$ cat config.mk
export PLATFORM = sky130hd
export DESIGN_NAME = stable_priority_queue_with_service_times_unit
export DESIGN_NICKNAME = d
export VERILOG_FILES = /design/src/spq_pkg.sv /design/src/stable_priority_queue_with_service_times_unit.sv /design/src/spq_ram.sv /design/src/spq_alu.sv
export SDC_FILE = /design/constraint.sdc
export NUM_CORES = 1
export LEC_CHECK = 0
export ABC_CLOCK_PERIOD_IN_PS = 8100
export BUFFER_PORTS_ARGS = -buffer_cell sky130_fd_sc_hd__buf_2
export CORE_ASPECT_RATIO = 0.5
export CORE_MARGIN = 2
export CORE_UTILIZATION = 50
export CTS_BUF_LIST = sky130_fd_sc_hd__clkbuf_8
export CTS_CLUSTER_DIAMETER = 40
export CTS_CLUSTER_SIZE = 25
export DETAILED_ROUTE_END_ITERATION = 6
export PLACE_DENSITY = 0.73
export SETUP_SLACK_MARGIN = 0.4
export SKIP_LAST_GASP = 1
export SYNTH_ARGS = -nofsm -noshare
export SYNTH_HDL_FRONTEND = slang
export SYNTH_HIERARCHICAL = 1
export SYNTH_SLANG_ARGS = --single-unit
$ cat constraint.sdc
create_clock -name clock -period 8.1 [get_ports clock]
set_input_delay 1.62 -clock clock [delete_from_list [all_inputs] [get_ports clock]]
set_output_delay 1.62 -clock clock [all_outputs]
set_load 0.05 [all_outputs]
$ cat src/spq_pkg.sv
package spq_pkg;

   localparam int QUEUE_DEPTH = 16;
   localparam int ADDR_W = $clog2(QUEUE_DEPTH);
   localparam int CNT_W = $clog2(QUEUE_DEPTH + 1);
   localparam int SUM_W = CNT_W + 1;
   localparam int TIME_W = 16;

   localparam logic [1:0] ST_ENQ = 2'd0;
   localparam logic [1:0] ST_DEQ = 2'd1;
   localparam logic [1:0] ST_FULL = 2'd2;
   localparam logic [1:0] ST_EMPTY = 2'd3;

   localparam logic CMD_ENQ = 1'b0;
   localparam logic CMD_DEQ = 1'b1;

   typedef struct packed {
      logic        cmd;
      logic [7:0]  entry_tag;
      logic [3:0]  priority_req;
      logic [15:0] arrival_time;
      logic [9:0]  service_time;
   } req_type;

   typedef struct packed {
      logic [1:0]  status;
      logic [7:0]  out_tag;
      logic [3:0]  out_priority;
      logic [15:0] out_arrival;
      logic [15:0] start_time;
      logic [15:0] wait_time;
      logic [15:0] finish_time;
      logic [4:0]  occupancy;
   } rsp_type;

   typedef struct packed {
      logic [7:0]  tag;
      logic [3:0]  prio;
      logic [15:0] arrival;
      logic [9:0]  duration;
   } entry_type;

   typedef enum logic {
      ALU_ADD,
      ALU_SUB
   } alu_op_type;

   typedef enum logic [2:0] {
      S_IDLE,
      S_ENQ_CMP,
      S_ENQ_WR,
      S_DEQ_MAX,
      S_DEQ_WAIT,
      S_DEQ_FIN,
      S_DONE
   } state_type;

   function automatic logic [ADDR_W-1:0] phys_addr(input logic [ADDR_W-1:0] hd,
                                                   input logic [CNT_W-1:0] idx);
      logic [SUM_W-1:0] s;
      s = SUM_W'(hd) + SUM_W'(idx);
      if (s >= SUM_W'(QUEUE_DEPTH)) begin
         s = s - SUM_W'(QUEUE_DEPTH);
      end
      return s[ADDR_W-1:0];
   endfunction

endpackage

$ cat src/stable_priority_queue_with_service_times_unit.sv
// Stable priority queue with single-server scheduling.
// req channel (req_valid/req_ready/req_data): one transaction per command,
// enqueue (cmd 0) or dequeue (cmd 1). rsp channel (rsp_valid/rsp_ready/
// rsp_data): exactly one result transaction per command, in command order.
// Entries live in a circular buffer in a RAM with one write and one read
// port. An enqueue walks back from the tail, moving each lower-priority
// entry one place down, one entry per cycle through the single write port;
// the new entry is written in a separate step when it lands at the head.
// A dequeue reads the head and runs start, wait and finish through one
// shared adder/subtractor in three steps. Full and empty cases go straight
// to the result.
// req_ready is high only while the sequencer is idle, so no command is taken
// until the previous one is done; a new command may be taken while the previous
// result still sits in the output register. When the receiver stalls, the
// finished result waits in a holding register and the sequencer stops until
// the output register frees.
// Reset (synchronous, active high) empties the queue, clears the last
// finish time and drops any pending result; no memory clearing is needed.
module stable_priority_queue_with_service_times_unit (
   input  logic             clock,
   input  logic             reset,
   input  logic             req_valid,
   output logic             req_ready,
   input  spq_pkg::req_type req_data,
   output logic             rsp_valid,
   input  logic             rsp_ready,
   output spq_pkg::rsp_type rsp_data
);
   import spq_pkg::*;

   state_type         state_ff, state_in;
   logic [CNT_W-1:0]  cnt_ff, cnt_in;
   logic [ADDR_W-1:0] hd_ff, hd_in;
   logic [CNT_W-1:0]  k_ff, k_in;
   entry_type         new_ff, new_in;
   entry_type         head_ff, head_in;
   logic [TIME_W-1:0] start_ff, start_in;
   logic [TIME_W-1:0] wait_ff, wait_in;
   logic [TIME_W-1:0] lf_ff, lf_in;
   rsp_type           res_ff, res_in;
   rsp_type           rsp_ff, rsp_in;
   logic              rsp_valid_ff, rsp_valid_in;

   logic              wr_en, rd_en;
   logic [ADDR_W-1:0] wr_addr, rd_addr;
   entry_type         wr_data, rd_data;
   alu_op_type        alu_op;
   logic [TIME_W-1:0] alu_a, alu_b;
   logic [TIME_W:0]   alu_y;
   logic [CNT_W-1:0]  km1;
   logic              req_fire;

   spq_ram #(
      .WIDTH($bits(entry_type)),
      .DEPTH(QUEUE_DEPTH)
   ) u_ram (
      .clock   (clock),
      .wr_en   (wr_en),
      .wr_addr (wr_addr),
      .wr_data (wr_data),
      .rd_en   (rd_en),
      .rd_addr (rd_addr),
      .rd_data (rd_data)
   );

   spq_alu u_alu (
      .op (alu_op),
      .a  (alu_a),
      .b  (alu_b),
      .y  (alu_y)
   );

   assign req_ready = (state_ff == S_IDLE);
   assign req_fire = req_valid && req_ready;
   assign km1 = k_ff - CNT_W'(1);
   assign rsp_valid = rsp_valid_ff;
   assign rsp_data = rsp_ff;

   always_ff @(posedge clock) begin
      if (reset) begin
         state_ff <= S_IDLE;
         cnt_ff <= '0;
         hd_ff <= '0;
         lf_ff <= '0;
         rsp_valid_ff <= 1'b0;
      end else begin
         state_ff <= state_in;
         cnt_ff <= cnt_in;
         hd_ff <= hd_in;
         lf_ff <= lf_in;
         rsp_valid_ff <= rsp_valid_in;
      end
      k_ff <= k_in;
      new_ff <= new_in;
      head_ff <= head_in;
      start_ff <= start_in;
      wait_ff <= wait_in;
      res_ff <= res_in;
      rsp_ff <= rsp_in;
   end

   always_comb begin
      state_in = state_ff;
      cnt_in = cnt_ff;
      hd_in = hd_ff;
      k_in = k_ff;
      new_in = new_ff;
      head_in = head_ff;
      start_in = start_ff;
      wait_in = wait_ff;
      lf_in = lf_ff;
      res_in = res_ff;
      rsp_in = rsp_ff;
      rsp_valid_in = rsp_valid_ff && !rsp_ready;
      wr_en = 1'b0;
      wr_addr = phys_addr(hd_ff, k_ff);
      wr_data = new_ff;
      rd_en = 1'b0;
      rd_addr = phys_addr(hd_ff, km1);
      alu_op = ALU_SUB;
      alu_a = TIME_W'(rd_data.prio);
      alu_b = TIME_W'(new_ff.prio);

      unique case (state_ff)
         S_IDLE: begin
            if (req_fire) begin
               res_in = '0;
               new_in.tag = req_data.entry_tag;
               new_in.prio = req_data.priority_req;
               new_in.arrival = req_data.arrival_time;
               new_in.duration = req_data.service_time;
               if (req_data.cmd == CMD_ENQ) begin
                  if (cnt_ff == CNT_W'(QUEUE_DEPTH)) begin
                     res_in.status = ST_FULL;
                     res_in.occupancy = 5'(cnt_ff);
                     state_in = S_DONE;
                  end else if (cnt_ff == '0) begin
                     k_in = '0;
                     state_in = S_ENQ_WR;
                  end else begin
                     k_in = cnt_ff;
                     rd_en = 1'b1;
                     rd_addr = phys_addr(hd_ff, cnt_ff - CNT_W'(1));
                     state_in = S_ENQ_CMP;
                  end
               end else begin
                  if (cnt_ff == '0) begin
                     res_in.status = ST_EMPTY;
                     res_in.occupancy = 5'(cnt_ff);
                     state_in = S_DONE;
                  end else begin
                     rd_en = 1'b1;
                     rd_addr = hd_ff;
                     state_in = S_DEQ_MAX;
                  end
               end
            end
         end
         S_ENQ_CMP: begin
            if (alu_y[TIME_W]) begin
               wr_en = 1'b1;
               wr_data = rd_data;
               k_in = km1;
               if (km1 == '0) begin
                  state_in = S_ENQ_WR;
               end else begin
                  rd_en = 1'b1;
                  rd_addr = phys_addr(hd_ff, km1 - CNT_W'(1));
               end
            end else begin
               wr_en = 1'b1;
               cnt_in = cnt_ff + CNT_W'(1);
               res_in.status = ST_ENQ;
               res_in.occupancy = 5'(cnt_ff + CNT_W'(1));
               state_in = S_DONE;
            end
         end
         S_ENQ_WR: begin
            wr_en = 1'b1;
            cnt_in = cnt_ff + CNT_W'(1);
            res_in.status = ST_ENQ;
            res_in.occupancy = 5'(cnt_ff + CNT_W'(1));
            state_in = S_DONE;
         end
         S_DEQ_MAX: begin
            head_in = rd_data;
            alu_a = lf_ff;
            alu_b = rd_data.arrival;
            start_in = alu_y[TIME_W] ? rd_data.arrival : lf_ff;
            state_in = S_DEQ_WAIT;
         end
         S_DEQ_WAIT: begin
            alu_a = start_ff;
            alu_b = head_ff.arrival;
            wait_in = alu_y[TIME_W-1:0];
            state_in = S_DEQ_FIN;
         end
         S_DEQ_FIN: begin
            alu_op = ALU_ADD;
            alu_a = start_ff;
            alu_b = TIME_W'(head_ff.duration);
            lf_in = alu_y[TIME_W] ? {TIME_W{1'b1}} : alu_y[TIME_W-1:0];
            hd_in = phys_addr(hd_ff, CNT_W'(1));
            cnt_in = cnt_ff - CNT_W'(1);
            res_in.status = ST_DEQ;
            res_in.out_tag = head_ff.tag;
            res_in.out_priority = head_ff.prio;
            res_in.out_arrival = head_ff.arrival;
            res_in.start_time = start_ff;
            res_in.wait_time = wait_ff;
            res_in.finish_time = alu_y[TIME_W] ? {TIME_W{1'b1}} : alu_y[TIME_W-1:0];
            res_in.occupancy = 5'(cnt_ff - CNT_W'(1));
            state_in = S_DONE;
         end
         S_DONE: begin
            if (!rsp_valid_ff || rsp_ready) begin
               rsp_in = res_ff;
               rsp_valid_in = 1'b1;
               state_in = S_IDLE;
            end
         end
         default: begin
            state_in = S_IDLE;
         end
      endcase
   end

endmodule

$ cat src/spq_ram.sv
module spq_ram #(
   parameter int WIDTH = 8,
   parameter int DEPTH = 16
) (
   input  logic                     clock,
   input  logic                     wr_en,
   input  logic [$clog2(DEPTH)-1:0] wr_addr,
   input  logic [WIDTH-1:0]         wr_data,
   input  logic                     rd_en,
   input  logic [$clog2(DEPTH)-1:0] rd_addr,
   output logic [WIDTH-1:0]         rd_data
);

   logic [WIDTH-1:0] mem_ff [DEPTH];
   logic [WIDTH-1:0] rd_data_ff;

   always_ff @(posedge clock) begin
      if (wr_en) begin
         mem_ff[wr_addr] <= wr_data;
      end
      if (rd_en) begin
         rd_data_ff <= mem_ff[rd_addr];
      end
   end

   assign rd_data = rd_data_ff;

endmodule

$ cat src/spq_alu.sv
module spq_alu (
   input  spq_pkg::alu_op_type          op,
   input  logic [spq_pkg::TIME_W-1:0]   a,
   input  logic [spq_pkg::TIME_W-1:0]   b,
   output logic [spq_pkg::TIME_W:0]     y
);
   import spq_pkg::*;

   always_comb begin
      case (op)
         ALU_ADD: y = {1'b0, a} + {1'b0, b};
         ALU_SUB: y = {1'b0, a} - {1'b0, b};
         default: y = '0;
      endcase
   end

endmodule
==> results of run 1 <==
==> per-layer routing <==
metal	vias to the layer above	wire [um]	GRT usage (%)
met5	-	0	0
met2	972	40400	35.3
met1	9858	32700	29.1
li1	8275	-	-
met4	0	1940	5.94
met3	138	7430	3.62
==> layout make-up <==
type | count | area, sq um | share of cell area [%]
Antenna cell | 1 | 2.50 | 0.00601
Clock buffer | 81 | 1110 | 2.68
Clock inverter | 63 | 851 | 2.04
Inverter | 36 | 136 | 0.327
Multi-Input combinational cell | 883 | 8770 | 21.1
Sequential cell | 954 | 28400 | 68.1
Tap cell | 1022 | 1280 | 3.07
Timing Repair Buffer | 175 | 1130 | 2.72
==> logic make-up (layout without fill, tap and decap cells) <==
kind of cell | count (synthesis) | count (layout) | synth area share (%)
flip-flops | 954 | 954 | 75.5
AND/OR/NAND/NOR | 323 | 323 | 4.23
AO/OA/AOI/OAI | 249 | 249 | 4.75
multiplexers | 222 | 222 | 11.2
buffers and inverters | 142 | 355 | 1.78
XOR/XNOR | 50 | 50 | 1.20
adder cells (fa/ha/maj) | 39 | 39 | 1.40
other | 0 | 1 | 0
==> cells in the final DEF, fill, tap and decap left out, drive strengths merged, types with 10 or more instances in the layout <==
cell	synthesis	layout
edfxtp	925	925
buf	50	175
mux4	152	152
nor2	101	101
nand2	87	87
a22oi	81	81
clkbuf	56	81
inv	36	65
and3	63	63
mux2	55	55
a21oi	37	37
xnor2	36	36
ha	34	34
dfxtp	29	29
o21ai	25	25
a211oi	24	24
a22o	19	19
nor3	19	19
clkinv	0	17
mux2i	15	15
xor2	13	13
nand3	12	12
bufinv	0	10
a31oi	10	10
==> stage by stage <==
step	setup WS (ns)	total power [mW]	util, %
3_3_place_gp	1.23	14.2	53.0
3_5_place_dp	1.12	14.4	53.0
5_1_grt	0.600	18.2	55.7
6_report	1.11	17.4	55.7
4_1_cts	1.11	17.5	55.7
2_1_floorplan	1.95	12.3	-
==> where the power goes <==
part	total, mW	internal, mW	leakage (nW)	switching (mW)
logic	7.01	2.80	4.12	4.20
registers	7.27	6.88	8.66	0.399
clock network	3.16	1.38	0.980	1.78
==> worst max-delay path by stage <==
stage          slack, ns         from  cells past startpoint                 to
4_1_cts             1.11  state_ff[2]                     21  u_ram/rd_data[37]
3_5_place_dp        1.12  state_ff[2]                     21  u_ram/rd_data[37]
3_3_place_gp        1.23  state_ff[2]                     21  u_ram/rd_data[37]
6_report            1.11  state_ff[2]                     21  u_ram/rd_data[37]
5_1_grt             0.60  state_ff[2]                     21  u_ram/rd_data[14]
2_1_floorplan       1.95  state_ff[0]                     30  u_ram/rd_data[34]
==> state kept, by name, indices dropped and copies added, names as in the netlist, 3 cells and up <==
signal	cells
hd_ff	4
k_ff	5
start_ff	16
u_ram/mem_ff	608
rsp_data	83
new_ff	38
lf_ff	16
cnt_ff	5
state_ff	3
u_ram/rd_data	38
wait_ff	16
res_ff	83
head_ff	38
==> critical path: cells and delay by family (launching register included) <==
kind,cells,cell delay [ns]
mux,2,0.72
compound gates,6,1.97
fa+ha+maj,1,0.37
flops,1,0.75
buf+inv,2,0.69
xor+xnor,2,0.39
simple gates,8,1.85
==> summary.txt, run 1 <==
outcome -> finished, final reports clean
layout filler cell count -> 5637
total number of yosys warnings -> 6
Non-Filler Cell Area, Final -> 0.0416 sq mm
Synth async-reset ratio -> 0%
Final Cycle Share -> 86.4%
Cells after DPL -> 3070
starting density of the core -> 50.2%
router iterations before antenna repair -> 6
FF-to-FF path depth -> 21
crit start category -> flop
# DRC -> 0
1st-iter DRT viols -> 2373
Syn Nets -> 2061
WHS Path Cells -> 0
layout cells sized above 1 -> 26.1%
peak supply drop -> 289 uV
RSZ-0062 raised after global routing -> false
Post-DRT Antenna Nets -> 0
buffer levels on the longest clock path -> 3
drt via density -> 5.99
die width -> 392 um
Layout Skew -> 0.0448 ns
Synth cell types -> 74
Clock Sinks -> 954
Final Critical Period -> 6.99 ns
Routed WL -> 82400 um
Slew headroom -> 17.5%
setup violators final -> 0
htree depth -> 3
worst hold slack -> 0.422 ns
post-synth top area cell -> edfxtp_1
Cell Chain, Critical Path -> or3_1 > clkinv_2 > nand2_1 > o21ai_0 > nor4_4 > nand2_1 > nor3b_1 > a21oi_1 > xnor2_1 > ha_1 > and3_1 > a311o_1 > a31oi_2 > xor2_4 > nand2_4 > mux2i_1 > o221ai_4 > buf_12 > mux4_2 > a22oi_1 > nand2_1
number of synthesized flops with an enable pin -> 925
Hold-fix buffers, CTS -> 0
Post-Synthesis Cells -> 1979
Synth top area share -> 73.9%
HPWL Detailed -> 46100 um
worst setup path class -> reg2reg
initial antenna violation count -> 5
Min-Delay Path Class -> reg2reg
CTS tree -> yes
global route overflow -> 0
WHS Endpoint -> rsp_data[24]
fin nets -> 2211
Worst R2R Start -> state_ff[2]
CP endpoint kind -> flop
most instantiated cells after synthesis -> edfxtp_1, mux4_2, nor2_1, nand2_1, a22oi_1
sequential share of the synthesized area -> 75.5%
R2R Setup Slk -> 1.11 ns
crit-path max FO -> 37
total number of vias -> 19200
clk root buf -> clkbuf_8
Power per Cell Area -> 419 mW/mm^2
CP most frequent cell -> nand2_1
leading post-synthesis cells by cell area -> edfxtp_1, mux4_2, a22oi_1, mux2_2, dfxtp_1
area of the core -> 0.0748 sq mm
Mapped Avg Cell Area -> 19.0 sq um
Tightest Pin Transition -> 1.22 ns
Resize count post-CTS -> 0
crit path DAT -> 7.51 ns
Worst EP required -> 8.61 ns
Max Cap Violations -> 0
max-slew violation count -> 0
post-placement cell area -> 0.0397 sq mm
worst r2r dst -> u_ram/rd_data[37]
number of setup buffers added after CTS -> 0
IO Port Bufs -> 127
Fmax achieved -> 0.143 GHz
setup TNS -> 0 ns
vias in the first global route -> 18600
slowest stage delay, CP -> 0.75 ns
Top FF cell, synth -> edfxtp_1
CTS buffer count -> 79
die area -> 0.0775 sq mm
global placer's final weighted congestion -> 0.882
first-pass GRT wire length -> 119000 um
Synth Register Bits -> 954
Finished Layout Cells -> 3215
clk_lat worst skew -> 0.75 ns
IO Count -> 128
largest net degree at the start of global routing -> 82
Post-Syn Area -> 0.0376 sq mm
Reg clk slew, reported paths -> 0.12 ns
top-count cell post-synth -> edfxtp_1
Slowest-stage cell, CP -> dfxtp_1
Min-Delay Startpoint -> res_ff[24]
per-cell routed wire length -> 25.6 um
Fin. Hold Viols -> 0
gr usage total -> 21.2%
die height -> 198 um
Synth-to-Final Area Change -> 10.8%
Placement Rows -> 71
static leakage -> 13.8 nW
Power figures use the tool's default switching activity.
==> run 2, diff against run 1 <==
--- a/config.mk
+++ b/config.mk
@@ -10,7 +10,7 @@
 export CORE_ASPECT_RATIO = 0.5
 export CORE_MARGIN = 2
 export CORE_UTILIZATION = 50
-export CTS_BUF_LIST = sky130_fd_sc_hd__clkbuf_8
+export CTS_BUF_LIST = sky130_fd_sc_hd__clkbuf_8 sky130_fd_sc_hd__clkbuf_16
 export CTS_CLUSTER_DIAMETER = 40
 export CTS_CLUSTER_SIZE = 25
 export DETAILED_ROUTE_END_ITERATION = 6
==> run 2 against run 1 <==
Compared with the run above: via count about the same; sequential share of layout area down 1.5 points; power up 6.1%; utilization up 1.3 points; sequential power about the same; critical path depth unchanged; worst setup slack about the same; fmax about the same; global-route usage up 0.31 points; clock-buffer cell count unchanged; cell area up 2.3%; die area unchanged; critical path type unchanged.
==> summary.txt, run 2 (synthesis gave the netlist of run 1 again) <==
outcome -> finished, final reports clean
number of setup buffers added after CTS -> 0
Min-Delay Path Class -> reg2reg
fin nets -> 2211
Placement Rows -> 71
global placer's final weighted congestion -> 0.882
first-pass GRT wire length -> 121000 um
post-placement cell area -> 0.0397 sq mm
CP most frequent cell -> nand2_1
starting density of the core -> 50.2%
Clock Sinks -> 954
Non-Filler Cell Area, Final -> 0.0426 sq mm
die area -> 0.0775 sq mm
crit start category -> flop
static leakage -> 14.2 nW
CTS tree -> yes
die width -> 392 um
Routed WL -> 83400 um
Post-DRT Antenna Nets -> 0
Most flops, register -> u_ram/mem_ff
drt via density -> 5.99
Resize count post-CTS -> 0
Slowest-stage cell, CP -> dfxtp_1
vias in the first global route -> 18800
# DRC -> 0
global route overflow -> 0
clk root buf -> clkbuf_16
1st-iter DRT viols -> 2417
crit-path max FO -> 37
setup violators final -> 0
largest net degree at the start of global routing -> 82
Fin. Hold Viols -> 0
worst setup path class -> reg2reg
Reg clk slew, reported paths -> 0.08 ns
IO Count -> 128
buffer levels on the longest clock path -> 3
RSZ-0062 raised after global routing -> false
Hold-fix buffers, CTS -> 0
htree depth -> 3
clk_lat worst skew -> 0.66 ns
layout filler cell count -> 5549
Final Critical Period -> 7.00 ns
initial antenna violation count -> 3
max reg flops -> 608
diode count -> 0
worst hold slack -> 0.417 ns
per-cell routed wire length -> 25.9 um
die height -> 198 um
Max Cap Violations -> 0
layout cells sized above 1 -> 26.1%
Power per Cell Area -> 434 mW/mm^2
leading cell type in the layout, fill and taps excluded -> edfxtp_1
setup TNS -> 0 ns
Cell Chain, Critical Path -> or3_1 > clkinv_2 > nand2_1 > o21ai_0 > nor4_4 > nand2_1 > nor3b_1 > a21oi_1 > xnor2_1 > ha_1 > and3_1 > a311o_1 > a31oi_2 > xor2_4 > nand2_4 > mux2i_1 > o221ai_4 > buf_12 > mux4_2 > a22oi_1 > nand2_1
Worst EP required -> 8.52 ns
CP endpoint kind -> flop
Tightest Pin Transition -> 1.25 ns
Setup WS pre-CTS -> 1.12 ns
area of the core -> 0.0748 sq mm
final worst slack -> 1.10 ns
Final Cycle Share -> 86.4%
Slew headroom -> 15.5%
max-slew violation count -> 0
Layout Skew -> 0.0308 ns
total number of vias -> 19300
crit path DAT -> 7.41 ns
peak supply drop -> 291 uV
final core utilization -> 56.9%
gr usage total -> 21.5%
Fmax achieved -> 0.143 GHz
router iterations before antenna repair -> 6
slowest stage delay, CP -> 0.75 ns
HPWL Detailed -> 46100 um
Synth-to-Final Area Change -> 13.4%
CTS buffer count -> 79
IO Port Bufs -> 127
most frequent cells in the layout -> edfxtp_1, mux4_2, buf_2
==> run 2: changes by cell type in the layout (fill, tap and decap cells not counted), moves of 4 or more <==
| cell | before | now |
|---|---|---|
| clkbuf_16 | 0 | 79 |
| inv_16 | 1 | 5 |
| inv_8 | 12 | 8 |
| clkbuf_8 | 81 | 2 |
==> run 2: cell type report <==
cell class              instances  area (sq um)  share of cell area (%)
well taps                    1022          1280                    3.00
clock buffers                  81          2000                    4.71
repair buffers                175          1130                    2.66
inverters                      36           136                   0.320
multi-input cells             883          8770                    20.6
flip-flops and latches        954         28400                    66.6
clock inverters                63           908                    2.13
==> run 2: metal layers <==
layer / global-route usage (%) / wire length, um / share of wire [%] / vias up
met1: 29.0 / 32900 / 39 / 9930
met5: 0 / 0 / 0 / -
met2: 35.5 / 41000 / 49 / 905
li1: - / - / - / 8298
met3: 4.29 / 7380 / 8.9 / 128
met4: 6.71 / 2110 / 2.5 / 0
==> run 2: critical path: cells and delay by family, from the launching register on <==
kind,cells,cell delay [ns]
AO/OA/AOI/OAI,6,1.96
AND/OR/NAND/NOR,8,1.82
flip-flops,1,0.75
multiplexers,2,0.72
buffers and inverters,2,0.69
XOR/XNOR,2,0.39
adder cells (fa/ha/maj),1,0.37
==> run 2: metrics by stage <==
step	total power, mW	std cells
2_1_floorplan	12.3	1979
3_3_place_gp	14.2	3070
3_5_place_dp	14.4	3070
4_1_cts	18.6	3214
5_1_grt	19.3	3214
6_report	18.5	3214
==> run 2: power by group <==
group | total [mW] | switching (mW) | leakage (nW) | internal (mW)
clock | 4.19 | 1.94 | 1.41 | 2.25
combinational | 7.03 | 4.22 | 4.12 | 2.80
sequential | 7.29 | 0.405 | 8.66 | 6.88
==> run 2: final timing paths <==
path | from | endpoint | slack, ns | depth (start not counted)
max | state_ff[2] | u_ram/rd_data[37] | 1.10 | 21
min | res_ff[24] | rsp_data[24] | 0.42 | 0
max reg2reg | state_ff[2] | u_ram/rd_data[37] | 1.10 | 21
min reg2reg | res_ff[24] | rsp_data[24] | 0.42 | 0
